[src/hw/rtl/itkp_pkg.sv]
`default_nettype none

package itkp_pkg;

	localparam int NCAND_DEF         = 5;
	localparam int POSITION_BITS_DEF = 24;

	localparam int VAL_W     = 16;
	localparam int IDX_W     = 24;
	localparam int POS_OUT_W = 25;
	localparam int AMP_W     = 18;
	localparam int RANK_W    = 3;

	localparam logic [AMP_W-1:0] AMP_MAX = '1;

	localparam logic KIND_HEADER = 1'b0;
	localparam logic KIND_SAMPLE = 1'b1;

	typedef struct packed {
		logic                    kind;
		logic signed [VAL_W-1:0] sample_value;
		logic [IDX_W-1:0]        interval_start;
		logic [IDX_W-1:0]        interval_stop;
	} in_t;

	typedef struct packed {
		logic signed [POS_OUT_W-1:0] candidate_position;
		logic [AMP_W-1:0]            relative_amplitude;
		logic [RANK_W-1:0]           candidate_rank;
		logic                        last_candidate;
	} out_t;

	// status handed from one cell to the next one down the list
	typedef struct packed {
		logic valid;
		logic ge;
	} link_t;

	typedef enum logic [2:0] {
		ST_IDLE,
		ST_RECV,
		ST_PREP,
		ST_DIV,
		ST_LOAD
	} state_t;

endpackage

`default_nettype wire

[src/hw/rtl/itkp_cell.sv]
`default_nettype none

module itkp_cell #(
	parameter int PW = itkp_pkg::POSITION_BITS_DEF
) (
	input  wire logic                              clk,
	input  wire logic                              arst_n,
	input  wire logic                              clear,
	input  wire logic                              ins,
	input  wire logic signed [itkp_pkg::VAL_W-1:0] new_value,
	input  wire logic [PW-1:0]                     new_pos,
	input  wire itkp_pkg::link_t                   left,
	input  wire logic signed [itkp_pkg::VAL_W-1:0] left_value,
	input  wire logic [PW-1:0]                     left_pos,
	output itkp_pkg::link_t                        link,
	output logic signed [itkp_pkg::VAL_W-1:0]      value,
	output logic [PW-1:0]                          position
);
	import itkp_pkg::*;

	logic                    valid_q;
	logic signed [VAL_W-1:0] value_q;
	logic [PW-1:0]           pos_q;
	logic                    ge;
	logic                    take;

	// held entry stays put when it is at least the new sample (earlier wins ties)
	assign ge   = valid_q && (value_q >= new_value);
	assign take = ins && !ge;

	always_ff @(posedge clk or negedge arst_n) begin
		if (!arst_n) begin
			valid_q <= 1'b0;
		end else if (clear) begin
			valid_q <= 1'b0;
		end else if (take) begin
			valid_q <= left.ge ? 1'b1 : left.valid;
		end
	end

	always_ff @(posedge clk) begin
		if (take) begin
			if (left.ge) begin
				value_q <= new_value;
				pos_q   <= new_pos;
			end else begin
				value_q <= left_value;
				pos_q   <= left_pos;
			end
		end
	end

	assign link.valid = valid_q;
	assign link.ge    = ge;
	assign value      = value_q;
	assign position   = pos_q;

endmodule

`default_nettype wire

[src/hw/rtl/itkp_div.sv]
`default_nettype none

module itkp_div (
	input  wire logic                        clk,
	input  wire logic                        arst_n,
	input  wire logic                        start,
	input  wire logic [15:0]                 num,
	input  wire logic [14:0]                 den,
	output logic                             busy,
	output logic [itkp_pkg::AMP_W-1:0]       amp
);
	import itkp_pkg::*;

	localparam int CNT_W = $clog2(AMP_W + 1);

	logic             busy_q;
	logic [CNT_W-1:0] cnt_q;
	logic             sat_q;
	logic [15:0]      d_q;
	logic [15:0]      rem_q;
	logic [AMP_W-1:0] low_q;
	logic [AMP_W-1:0] quo_q;

	logic [15:0] d_init;
	logic [15:0] r_init;
	logic        over;
	logic [16:0] r_trial;
	logic [15:0] r_diff;
	logic        q_bit;

	// divide (num*2^17 + den) by 2*den, quotient limited to AMP_W bits
	assign d_init  = {den, 1'b0};
	assign r_init  = {1'b0, num[15:1]};
	assign over    = r_init >= d_init;
	assign r_trial = {rem_q, low_q[AMP_W-1]};
	// the difference is below the divisor whenever it is used
	assign r_diff  = r_trial[15:0] - d_q;
	assign q_bit   = r_trial >= {1'b0, d_q};

	always_ff @(posedge clk or negedge arst_n) begin
		if (!arst_n) begin
			busy_q <= 1'b0;
			cnt_q  <= '0;
		end else if (start) begin
			busy_q <= !over;
			cnt_q  <= CNT_W'(AMP_W);
		end else if (busy_q) begin
			cnt_q <= cnt_q - CNT_W'(1);
			if (cnt_q == CNT_W'(1)) begin
				busy_q <= 1'b0;
			end
		end
	end

	always_ff @(posedge clk) begin
		if (start) begin
			sat_q <= over;
			d_q   <= d_init;
			rem_q <= r_init;
			low_q <= {num[0], 17'(den)};
			quo_q <= '0;
		end else if (busy_q) begin
			rem_q <= q_bit ? r_diff : r_trial[15:0];
			low_q <= {low_q[AMP_W-2:0], 1'b0};
			quo_q <= {quo_q[AMP_W-2:0], q_bit};
		end
	end

	assign busy = busy_q;
	assign amp  = sat_q ? AMP_MAX : quo_q;

endmodule

`default_nettype wire

[src/hw/rtl/interval_top_k_peak_candidates_core.sv]
// a sample is taken every cycle; after the last sample each rank passes through PREP, then the
// 18-step divider in DIV, then LOAD, which waits while an unaccepted result holds the output
// short or empty intervals, or a maximum not above zero: PREP then LOAD per rank, no division
// throughput: one input request per cycle while an interval streams in
// reset: arst_n low clears the state machine, cell valid bits, counters and output valid
`default_nettype none

module interval_top_k_peak_candidates_core #(
	parameter int NCAND         = itkp_pkg::NCAND_DEF,
	parameter int POSITION_BITS = itkp_pkg::POSITION_BITS_DEF
) (
	input  wire logic           clk,
	input  wire logic           arst_n,
	input  wire logic           in_valid,
	output logic                in_ready,
	input  wire itkp_pkg::in_t  in_data,
	output logic                out_valid,
	input  wire logic           out_ready,
	output itkp_pkg::out_t      out_data
);
	import itkp_pkg::*;

	// stored positions never need more than the output field carries
	localparam int PW = (POSITION_BITS < POS_OUT_W) ? POSITION_BITS : POS_OUT_W;
	localparam int RW = (NCAND > 1) ? $clog2(NCAND) : 1;

	state_t state_q, state_d;

	// interval bookkeeping
	logic             empty_q;
	logic [IDX_W-1:0] base_q;
	logic [IDX_W-1:0] rem_q;
	logic [IDX_W-1:0] seen_q;
	logic [RW-1:0]    rank_q;

	// output register
	logic out_valid_q;
	out_t out_q;

	// handshake and control
	logic in_fire;
	logic is_header;
	logic is_empty;
	logic cell_clear;
	logic cell_ins;
	logic div_start;
	logic load_req;
	logic load;
	logic rank_last;

	// candidate chain
	link_t                   links    [NCAND];
	logic signed [VAL_W-1:0] cell_val [NCAND];
	logic [PW-1:0]           cell_pos [NCAND];
	logic [POS_OUT_W-1:0]    pos_sum;
	logic [PW-1:0]           sample_pos;

	// result selection
	logic                    full_mode;
	logic                    max_pos;
	logic [VAL_W-1:0]        diff;
	logic                    div_busy;
	logic [AMP_W-1:0]        div_amp;
	out_t                    res;

	assign in_fire   = in_valid && in_ready;
	assign is_header = (in_data.kind == KIND_HEADER);
	assign is_empty  = (in_data.interval_stop <= in_data.interval_start);
	assign rank_last = (rank_q == RW'(NCAND - 1));

	// absolute index of the incoming sample, wrapped to the stored width
	assign pos_sum    = POS_OUT_W'(base_q) + POS_OUT_W'(seen_q);
	assign sample_pos = PW'(pos_sum);

	assign cell_clear = in_fire && is_header;
	assign cell_ins   = in_fire && !is_header && (state_q == ST_RECV);

	// sorted list, largest at cell 0; each cell shifts down from its left neighbor
	for (genvar i = 0; i < NCAND; i++) begin : g_cell
		link_t                   left_link;
		logic signed [VAL_W-1:0] left_val;
		logic [PW-1:0]           left_pos;

		if (i == 0) begin : g_head
			assign left_link = '{valid: 1'b1, ge: 1'b1};
			assign left_val  = '0;
			assign left_pos  = '0;
		end else begin : g_body
			assign left_link = links[i-1];
			assign left_val  = cell_val[i-1];
			assign left_pos  = cell_pos[i-1];
		end

		itkp_cell #(.PW(PW)) u_cell (
			.clk        (clk),
			.arst_n     (arst_n),
			.clear      (cell_clear),
			.ins        (cell_ins),
			.new_value  (in_data.sample_value),
			.new_pos    (sample_pos),
			.left       (left_link),
			.left_value (left_val),
			.left_pos   (left_pos),
			.link       (links[i]),
			.value      (cell_val[i]),
			.position   (cell_pos[i])
		);
	end

	// full list means every rank is a real candidate with its own position (and amplitude when the maximum is positive)
	assign full_mode = !empty_q && links[NCAND-1].valid;
	assign max_pos   = (cell_val[0] > 0);
	// max minus value lies in 0..65535, so 16 bits hold it exactly
	assign diff      = cell_val[0] - cell_val[rank_q];

	itkp_div u_div (
		.clk    (clk),
		.arst_n (arst_n),
		.start  (div_start),
		.num    (diff),
		.den    (cell_val[0][VAL_W-2:0]),
		.busy   (div_busy),
		.amp    (div_amp)
	);

	// next state
	always_comb begin
		state_d = state_q;
		unique case (state_q)
			ST_IDLE, ST_RECV: begin
				if (in_fire) begin
					if (is_header) begin
						state_d = is_empty ? ST_PREP : ST_RECV;
					end else if (state_q == ST_RECV && rem_q == '0) begin
						state_d = ST_PREP;
					end
				end
			end
			ST_PREP: begin
				state_d = (full_mode && max_pos) ? ST_DIV : ST_LOAD;
			end
			ST_DIV: begin
				if (!div_busy) begin
					state_d = ST_LOAD;
				end
			end
			ST_LOAD: begin
				if (load) begin
					state_d = rank_last ? ST_IDLE : ST_PREP;
				end
			end
			default: state_d = ST_IDLE;
		endcase
	end

	// state outputs
	always_comb begin
		in_ready  = 1'b0;
		div_start = 1'b0;
		load_req  = 1'b0;
		unique case (state_q)
			ST_IDLE, ST_RECV: in_ready  = 1'b1;
			ST_PREP:          div_start = full_mode && max_pos;
			ST_DIV:           ;
			ST_LOAD:          load_req  = 1'b1;
			default:          ;
		endcase
	end

	assign load = load_req && (!out_valid_q || out_ready);

	// result for the current rank
	always_comb begin
		res.candidate_rank     = RANK_W'(rank_q);
		res.last_candidate     = rank_last;
		res.relative_amplitude = '0;
		if (empty_q) begin
			res.candidate_position = '1;
		end else if (full_mode) begin
			res.candidate_position = POS_OUT_W'(cell_pos[rank_q]);
			if (max_pos) begin
				res.relative_amplitude = div_amp;
			end
		end else begin
			// short interval: every rank points at the first maximum
			res.candidate_position = POS_OUT_W'(cell_pos[0]);
		end
	end

	always_ff @(posedge clk or negedge arst_n) begin
		if (!arst_n) begin
			state_q     <= ST_IDLE;
			empty_q     <= 1'b0;
			base_q      <= '0;
			rem_q       <= '0;
			seen_q      <= '0;
			rank_q      <= '0;
			out_valid_q <= 1'b0;
		end else begin
			state_q <= state_d;

			if (in_fire) begin
				rank_q <= '0;
				if (is_header) begin
					// a header while receiving drops the interval in progress
					empty_q <= is_empty;
					seen_q  <= '0;
					if (is_empty) begin
						rem_q <= '0;
					end else begin
						base_q <= in_data.interval_start;
						rem_q  <= in_data.interval_stop - in_data.interval_start;
					end
				end else if (state_q == ST_RECV) begin
					seen_q <= seen_q + IDX_W'(1);
					if (rem_q != '0) begin
						rem_q <= rem_q - IDX_W'(1);
					end
				end
			end else if (load) begin
				rank_q <= rank_last ? '0 : rank_q + RW'(1);
			end

			if (load) begin
				out_valid_q <= 1'b1;
			end else if (out_ready) begin
				out_valid_q <= 1'b0;
			end
		end
	end

	always_ff @(posedge clk) begin
		if (load) begin
			out_q <= res;
		end
	end

	assign out_valid = out_valid_q;
	assign out_data  = out_q;

endmodule

`default_nettype wire

[config.mk]
export PLATFORM = sky130hd
export DESIGN_NAME = interval_top_k_peak_candidates_core
export DESIGN_NICKNAME = d
export VERILOG_FILES = /design/src/hw/rtl/itkp_pkg.sv /design/src/hw/rtl/itkp_cell.sv /design/src/hw/rtl/itkp_div.sv /design/src/hw/rtl/interval_top_k_peak_candidates_core.sv
export SDC_FILE = /design/constraint.sdc
export NUM_CORES = 1
export LEC_CHECK = 0
export BUFFER_PORTS_ARGS = -buffer_cell sky130_fd_sc_hd__buf_2
export CORE_ASPECT_RATIO = 1.5
export CORE_MARGIN = 5
export CORE_UTILIZATION = 35
export CTS_CLUSTER_SIZE = 14
export DETAILED_ROUTE_END_ITERATION = 16
export GPL_TIMING_DRIVEN = 0
export SYNTH_ARGS = -nofsm -noshare
export SYNTH_HDL_FRONTEND = slang
export SYNTH_HIERARCHICAL = 1
export SYNTH_SLANG_ARGS = --single-unit
[constraint.sdc]
create_clock -name clk -period 11.1 [get_ports clk]
set_input_delay 2.22 -clock clk [delete_from_list [all_inputs] [get_ports clk]]
set_output_delay 2.22 -clock clk [all_outputs]
set_load 0.02 [all_outputs]
==> flow_summary.yaml, run 1 <==
grt:
  use_met2_pct: 35.71
  grt_use_met3_pct: 2.447
  grt_pass1_wl_mm: 114.9
  met1_usage_pct: 19.90
  grt_usage_pct: 18.65
  grt_pass1_vias: 20017
  grt_antenna_before_repair: 2
  grt_max_degree: 62
  top_usage_layer: "met2"
  overflow: 0
place:
  portBuffers: 117
  placedInstanceArea_mm2: 0.02757
  finalWeightedCongestion: 0.9437
  dp.cells: 3382
  dp_hpwl_mm: 57.45
synthesis:
  synth_area_mm2: 0.02549
  avgSynthCellArea_um2: 11.12
  syn_inst: 2292
  ys.warnings.count: 6
worst_setup_path:
  r2r_end: "u_div/sat_q"
  start_kind: "flop"
  endpoint_kind: "flop"
  crit_arrival_ns: 7.08
  critical_path.max_fanout: 10
  crit_type: "reg2reg"
  cp_data_required_time_ns: 11.50
  rrSetupSlack_ns: 4.42
  r2r_cells: 19
  r2r_start: "rank_q[0]"
clock_tree:
  post_cts_resized: 0
  htreeDepth: 2
  clock_path_buffers: 3
  cts_buffers: 42
  clock-sinks: 406
  root_buffer: "clkbuf_16"
  worst_skew_pair.late_latency_ns: 0.60
  clkTransAtPathRegs_ns: 0.06
  cts_tree: "yes"
  hold_buffers: 0
  cts_setup_buffers: 0
outcome:
  status: "finished, final reports clean"
finish:
  fin_area_mm2: 0.02895
  seq_area_mm2: 0.01153
  layout-drive-gt1-share_pct: 21.23
  final_common_cell: "edfxtp_1"
  final_util_pct: 40.01
  multi_input_area_mm2: 0.01298
  nFillCells: 7017
  nNetsFinal: 2755
  synthToLayoutAreaGrowth_pct: 13.58
  finalNonFillerCells: 3463
  layout_common_cells: "294 x edfxtp_1, 206 x mux2_2, 178 x inv_1, 177 x ha_1, 149 x nand2_1"
worst_hold_path:
  min_delay_worst_endpoint: "u_div/low_q[16]"
  hold_path_depth: 2
  hold_path_class: "reg2reg"
  hp-start: "u_div/low_q[16]"
die:
  coreArea_mm2: 0.07237
  die_w_um: 230.4
  pin_count: 118
  initial_core_util_pct: 35.23
  std_cell_rows: 121
  die_area_mm2: 0.07844
  chipHeight_um: 340.5
routing:
  route.detailed.drc: 0
  num_vias: 19145
  drt_iter0_markers: 1453
  routed_via_density: 5.528
  antenna_left: 0
  wl_per_cell_um: 21.68
  wirelength_mm: 75.07
  dr.pass1.iters: 6
power_and_ir_drop:
  clockPowerShare_pct: 25.8
  p_seq_share_pct: 39.1
  swShare_pct: 35.59
  powerDensity_mw_per_mm2: 189.9
  internal_power_mw: 3.541
  p_leak_nw: 11.56
  pwr-share-comb_pct: 35.0
  peakVddDrop_mv: 0.1097
  total_power_mw: 5.497
  power_switching_mw: 1.956
sta:
  skew_ns: 0.05218
  fin_setup_tns_ns: 0
  drv_slew: 0
  setup_violations: 0
  min_period_over_period_pct: 60.18
  maxSlewHeadroom_pct: 16.02
  worst_slew_pin_slew_ns: 1.258
  rsz0062_at_grt: "no"
  fmax_mhz: 149.7
  period_minus_slack_ns: 6.680
  hold_violations: 0
job:
  drv_cap: 0
[state kept, by name (all words and copies together) (netlist names), 15 cells and up]
| name | count |
|---|---|
| base_q | 24 |
| g_cell.u_cell/position | 120 |
| g_cell.u_cell/value | 80 |
| out_data | 47 |
| rem_q | 24 |
| seen_q | 24 |
| u_div/d_q | 15 |
| u_div/low_q | 18 |
| u_div/quo_q | 18 |
| u_div/rem_q | 16 |
[critical path, stage by stage (launching register included)]
cell and delay [ns]:
dfrtp_1 0.45, clkbuf_1 0.55, buf_2 0.48, buf_1 0.72
mux4_2 0.60, a22oi_1 0.19, ha_1 0.30, nor2b_1 0.14
o21ai_0 0.57, a21boi_0 0.29, o211ai_1 0.30, a21oi_1 0.14
o31ai_1 0.33, nor2b_1 0.21, xnor2_1 0.11, ha_1 0.33
nand4_1 0.09, nor2_1 0.13, o21ai_0 0.22, a31oi_1 0.30
[metrics by stage]
step	hold WS, ns	setup slack (ns)
detailed placement	0.4817	4.363
CTS	0.4956	4.295
floorplan	0.4487	6.093
finish	0.5009	4.420
global placement	0.4695	3.459
global route	0.5387	4.159
[per-layer routing]
metal | part of all wire (%) | routed length (um)
met1 | 37 | 27850
met5 | 0 | 0
met2 | 53 | 40110
met4 | 5.4 | 4087
met3 | 4.0 | 3018
[power groups by stage]
stage / combinational (mW) / sequential [mW] / clock (mW)
final: 1.93 / 2.15 / 1.42
after global routing: 2.11 / 2.18 / 1.51
after CTS: 1.93 / 2.15 / 1.45
after detailed placement: 1.92 / 2.18 / 0
after global placement: 1.86 / 2.18 / 0
after floorplan: 1.34 / 2.14 / 0
[area by class of cell]
cell class	instances	area share (%)
well taps	922	3.984
diodes	2	0.01729
clock inverters	13	0.4408
flip-flops and latches	406	39.81
multi-input cells	1647	44.83
clock buffers	65	4.300
inverters	180	2.334
plain buffers	103	1.664
repair buffers	125	2.619
[worst max path at each step]
stage	endpoint	slack, ns	cells past startpoint	start
finish	u_div/sat_q	4.42	19	rank_q[0]
global route	u_div/sat_q	4.16	19	rank_q[0]
CTS	u_div/sat_q	4.29	19	rank_q[0]
detailed placement	g_cell[1].u_cell/position[21]	4.36	9	in_valid
global placement	g_cell[2].u_cell/position[20]	3.46	8	in_valid
floorplan	g_cell[0].u_cell/position[0]	6.09	7	in_valid
Power figures use the tool's default switching activity.
==> inputs of run 2 (changes only) <==
- clock period: 11.1 -> 6.5 ns (I/O delays scaled with it)
==> run 2 against run 1 <==
  * Non-clock buffer count down 1
  * Wire length about the same
  * First-iteration DRC count down 6.6%
  * Largest cell class unchanged
  * Sequential power up 71%
  * Sequential share of layout area unchanged
  * Register-to-register slack got worse by 4.1 ns
  * Fmax is 7.6% higher
==> flow_summary.yaml, run 2 (synthesis gave the netlist of run 1 again) <==
clock_tree:
  worst_skew_pair.late_latency_ns: 0.60
  cts_buffers: 42
  clock-sinks: 406
  cts_tree: "yes"
  clock_path_buffers: 3
  hold_buffers: 0
  clkTransAtPathRegs_ns: 0.07
  htreeDepth: 2
  root_buffer: "clkbuf_16"
worst_setup_path:
  path_cells: "clkbuf_1, buf_2, mux4_2, a22oi_1, ha_1, nor2b_1, o21ai_0, a21boi_0, o211ai_1, a21oi_1, o31ai_1, nor2b_1, xnor2_1, ha_1, nand4_1, nor2_1, o21ai_0, a31oi_1"
  endpoint_kind: "flop"
  start_kind: "flop"
  critical_path.max_fanout: 19
  crit_type: "reg2reg"
  cp_data_required_time_ns: 6.90
  critical-path-top-delay-family: "compound AO/OA/AOI/OAI gates"
  crit_path_max_incr_delay_ns: 0.67
  rrSetupSlack_ns: 0.29
  slowest_stage: "buf_2"
  cp.buffers_inverters: 2
  crit_arrival_ns: 6.61
finish:
  multi_input_area_mm2: 0.01299
  layout_common_cells: "294 x edfxtp_1, 206 x mux2_2, 178 x inv_1, 177 x ha_1, 149 x nand2_1"
  nNetsFinal: 2754
  largest_register_ffs: 120
  layout-drive-gt1-share_pct: 21.32
  final_common_cell: "edfxtp_1"
  nFillCells: 7018
  seq_area_mm2: 0.01153
  final_util_pct: 40.01
  synthToLayoutAreaGrowth_pct: 13.58
  fin_area_mm2: 0.02895
  finalNonFillerCells: 3461
sta:
  worst_slew_pin_slew_ns: 1.267
  drv_slew: 0
  fin_setup_tns_ns: 0
  skew_ns: 0.04979
  rsz0062_at_grt: "no"
  min_period_over_period_pct: 95.54
  maxSlewHeadroom_pct: 15.44
  period_minus_slack_ns: 6.210
  setup_violations: 0
  fmax_mhz: 161.0
  hold_violations: 0
place:
  dp_hpwl_mm: 57.45
  placedInstanceArea_mm2: 0.02757
  dp.cells: 3382
  finalWeightedCongestion: 0.9437
  portBuffers: 117
routing:
  wl_per_cell_um: 21.68
  route.detailed.drc: 0
  routed_via_density: 5.536
  num_vias: 19159
  dr.pass1.iters: 6
  wirelength_mm: 75.05
  drt_iter0_markers: 1357
  antenna_left: 0
grt:
  grt_antenna_before_repair: 2
  overflow: 0
  grt_pass1_vias: 20003
  grt_pass1_wl_mm: 114.7
  grt_usage_pct: 18.62
  grt_max_degree: 62
die:
  initial_core_util_pct: 35.23
  die_area_mm2: 0.07844
  std_cell_rows: 121
  pin_count: 118
  chipHeight_um: 340.5
  die_w_um: 230.4
  coreArea_mm2: 0.07237
job:
  drv_cap: 0
power_and_ir_drop:
  peakVddDrop_mv: 0.1874
  p_seq_share_pct: 39.2
  pwr-share-comb_pct: 35.0
  power_switching_mw: 3.337
  powerDensity_mw_per_mm2: 324.1
  clockPowerShare_pct: 25.8
  p_leak_nw: 11.56
  internal_power_mw: 6.045
  swShare_pct: 35.57
outcome:
  status: "finished, final reports clean"
worst_hold_path:
  hold_path_class: "reg2reg"
run 2: worst min-delay path, stage by stage, from the launching register on:
cell and delay [ns]:
dfxtp_1 0.33, mux2i_1 0.07, nor2_1 0.07
run 2: per-layer routing:
metal	share of wire (%)	wire length, um	track usage, %
met1	37	27630	19.86
met2	53	40000	35.68
met3	4.5	3347	2.455
met4	5.4	4062	9.184
met5	0	0	0
run 2: path summary, 6_finish.rpt:
check	start	end	cells after the start
worst max-delay path	rank_q[0]	u_div/sat_q	18
worst min-delay path	u_div/low_q[16]	u_div/low_q[16]	2
worst max register to register	rank_q[0]	u_div/sat_q	18
worst min register to register	u_div/low_q[16]	u_div/low_q[16]	2
max in group asynchronous	arst_n	g_cell[3].u_cell/valid_q	2
min in group asynchronous	arst_n	base_q[18]	1
run 2: power by group through the flow:
stage,Clock [mW],Sequential [mW],Combinational (mW)
after floorplan,0,3.66,2.29
after global placement,0,3.71,3.17
after detailed placement,0,3.72,3.27
after CTS,2.48,3.67,3.29
after global routing,2.59,3.73,3.60
final,2.42,3.68,3.28
run 2: cell type report:
| type | count | share of cell area [%] |
|---|---|---|
| sequential | 406 | 39.81 |
| timing repair buffer | 125 | 2.619 |
| antenna | 1 | 0.008643 |
| inverter | 180 | 2.334 |
| clock inverter | 13 | 0.4408 |
| multi-input combinational | 1647 | 44.85 |
| tap | 922 | 3.984 |
| buffer | 102 | 1.655 |
| clock buffer | 65 | 4.300 |
run 2: what timing repair did:
item,CTS,global route
resized for setup,1,2
setup endpoints to repair,2,2
cloned,0,0
setup buffers,0,0
pin swaps,0,0
run 2: metrics by stage:
step                      total power [mW]  hold WS, ns  setup WS (ns)
after floorplan                      5.954       0.4487          1.769
after CTS                            9.440       0.4956         0.1060
final                                9.383       0.4991         0.2898
after global placement               6.884       0.4695        -0.2207
after detailed placement             6.996       0.4817        -0.2351
after global routing                 9.913       0.5387         0.1415
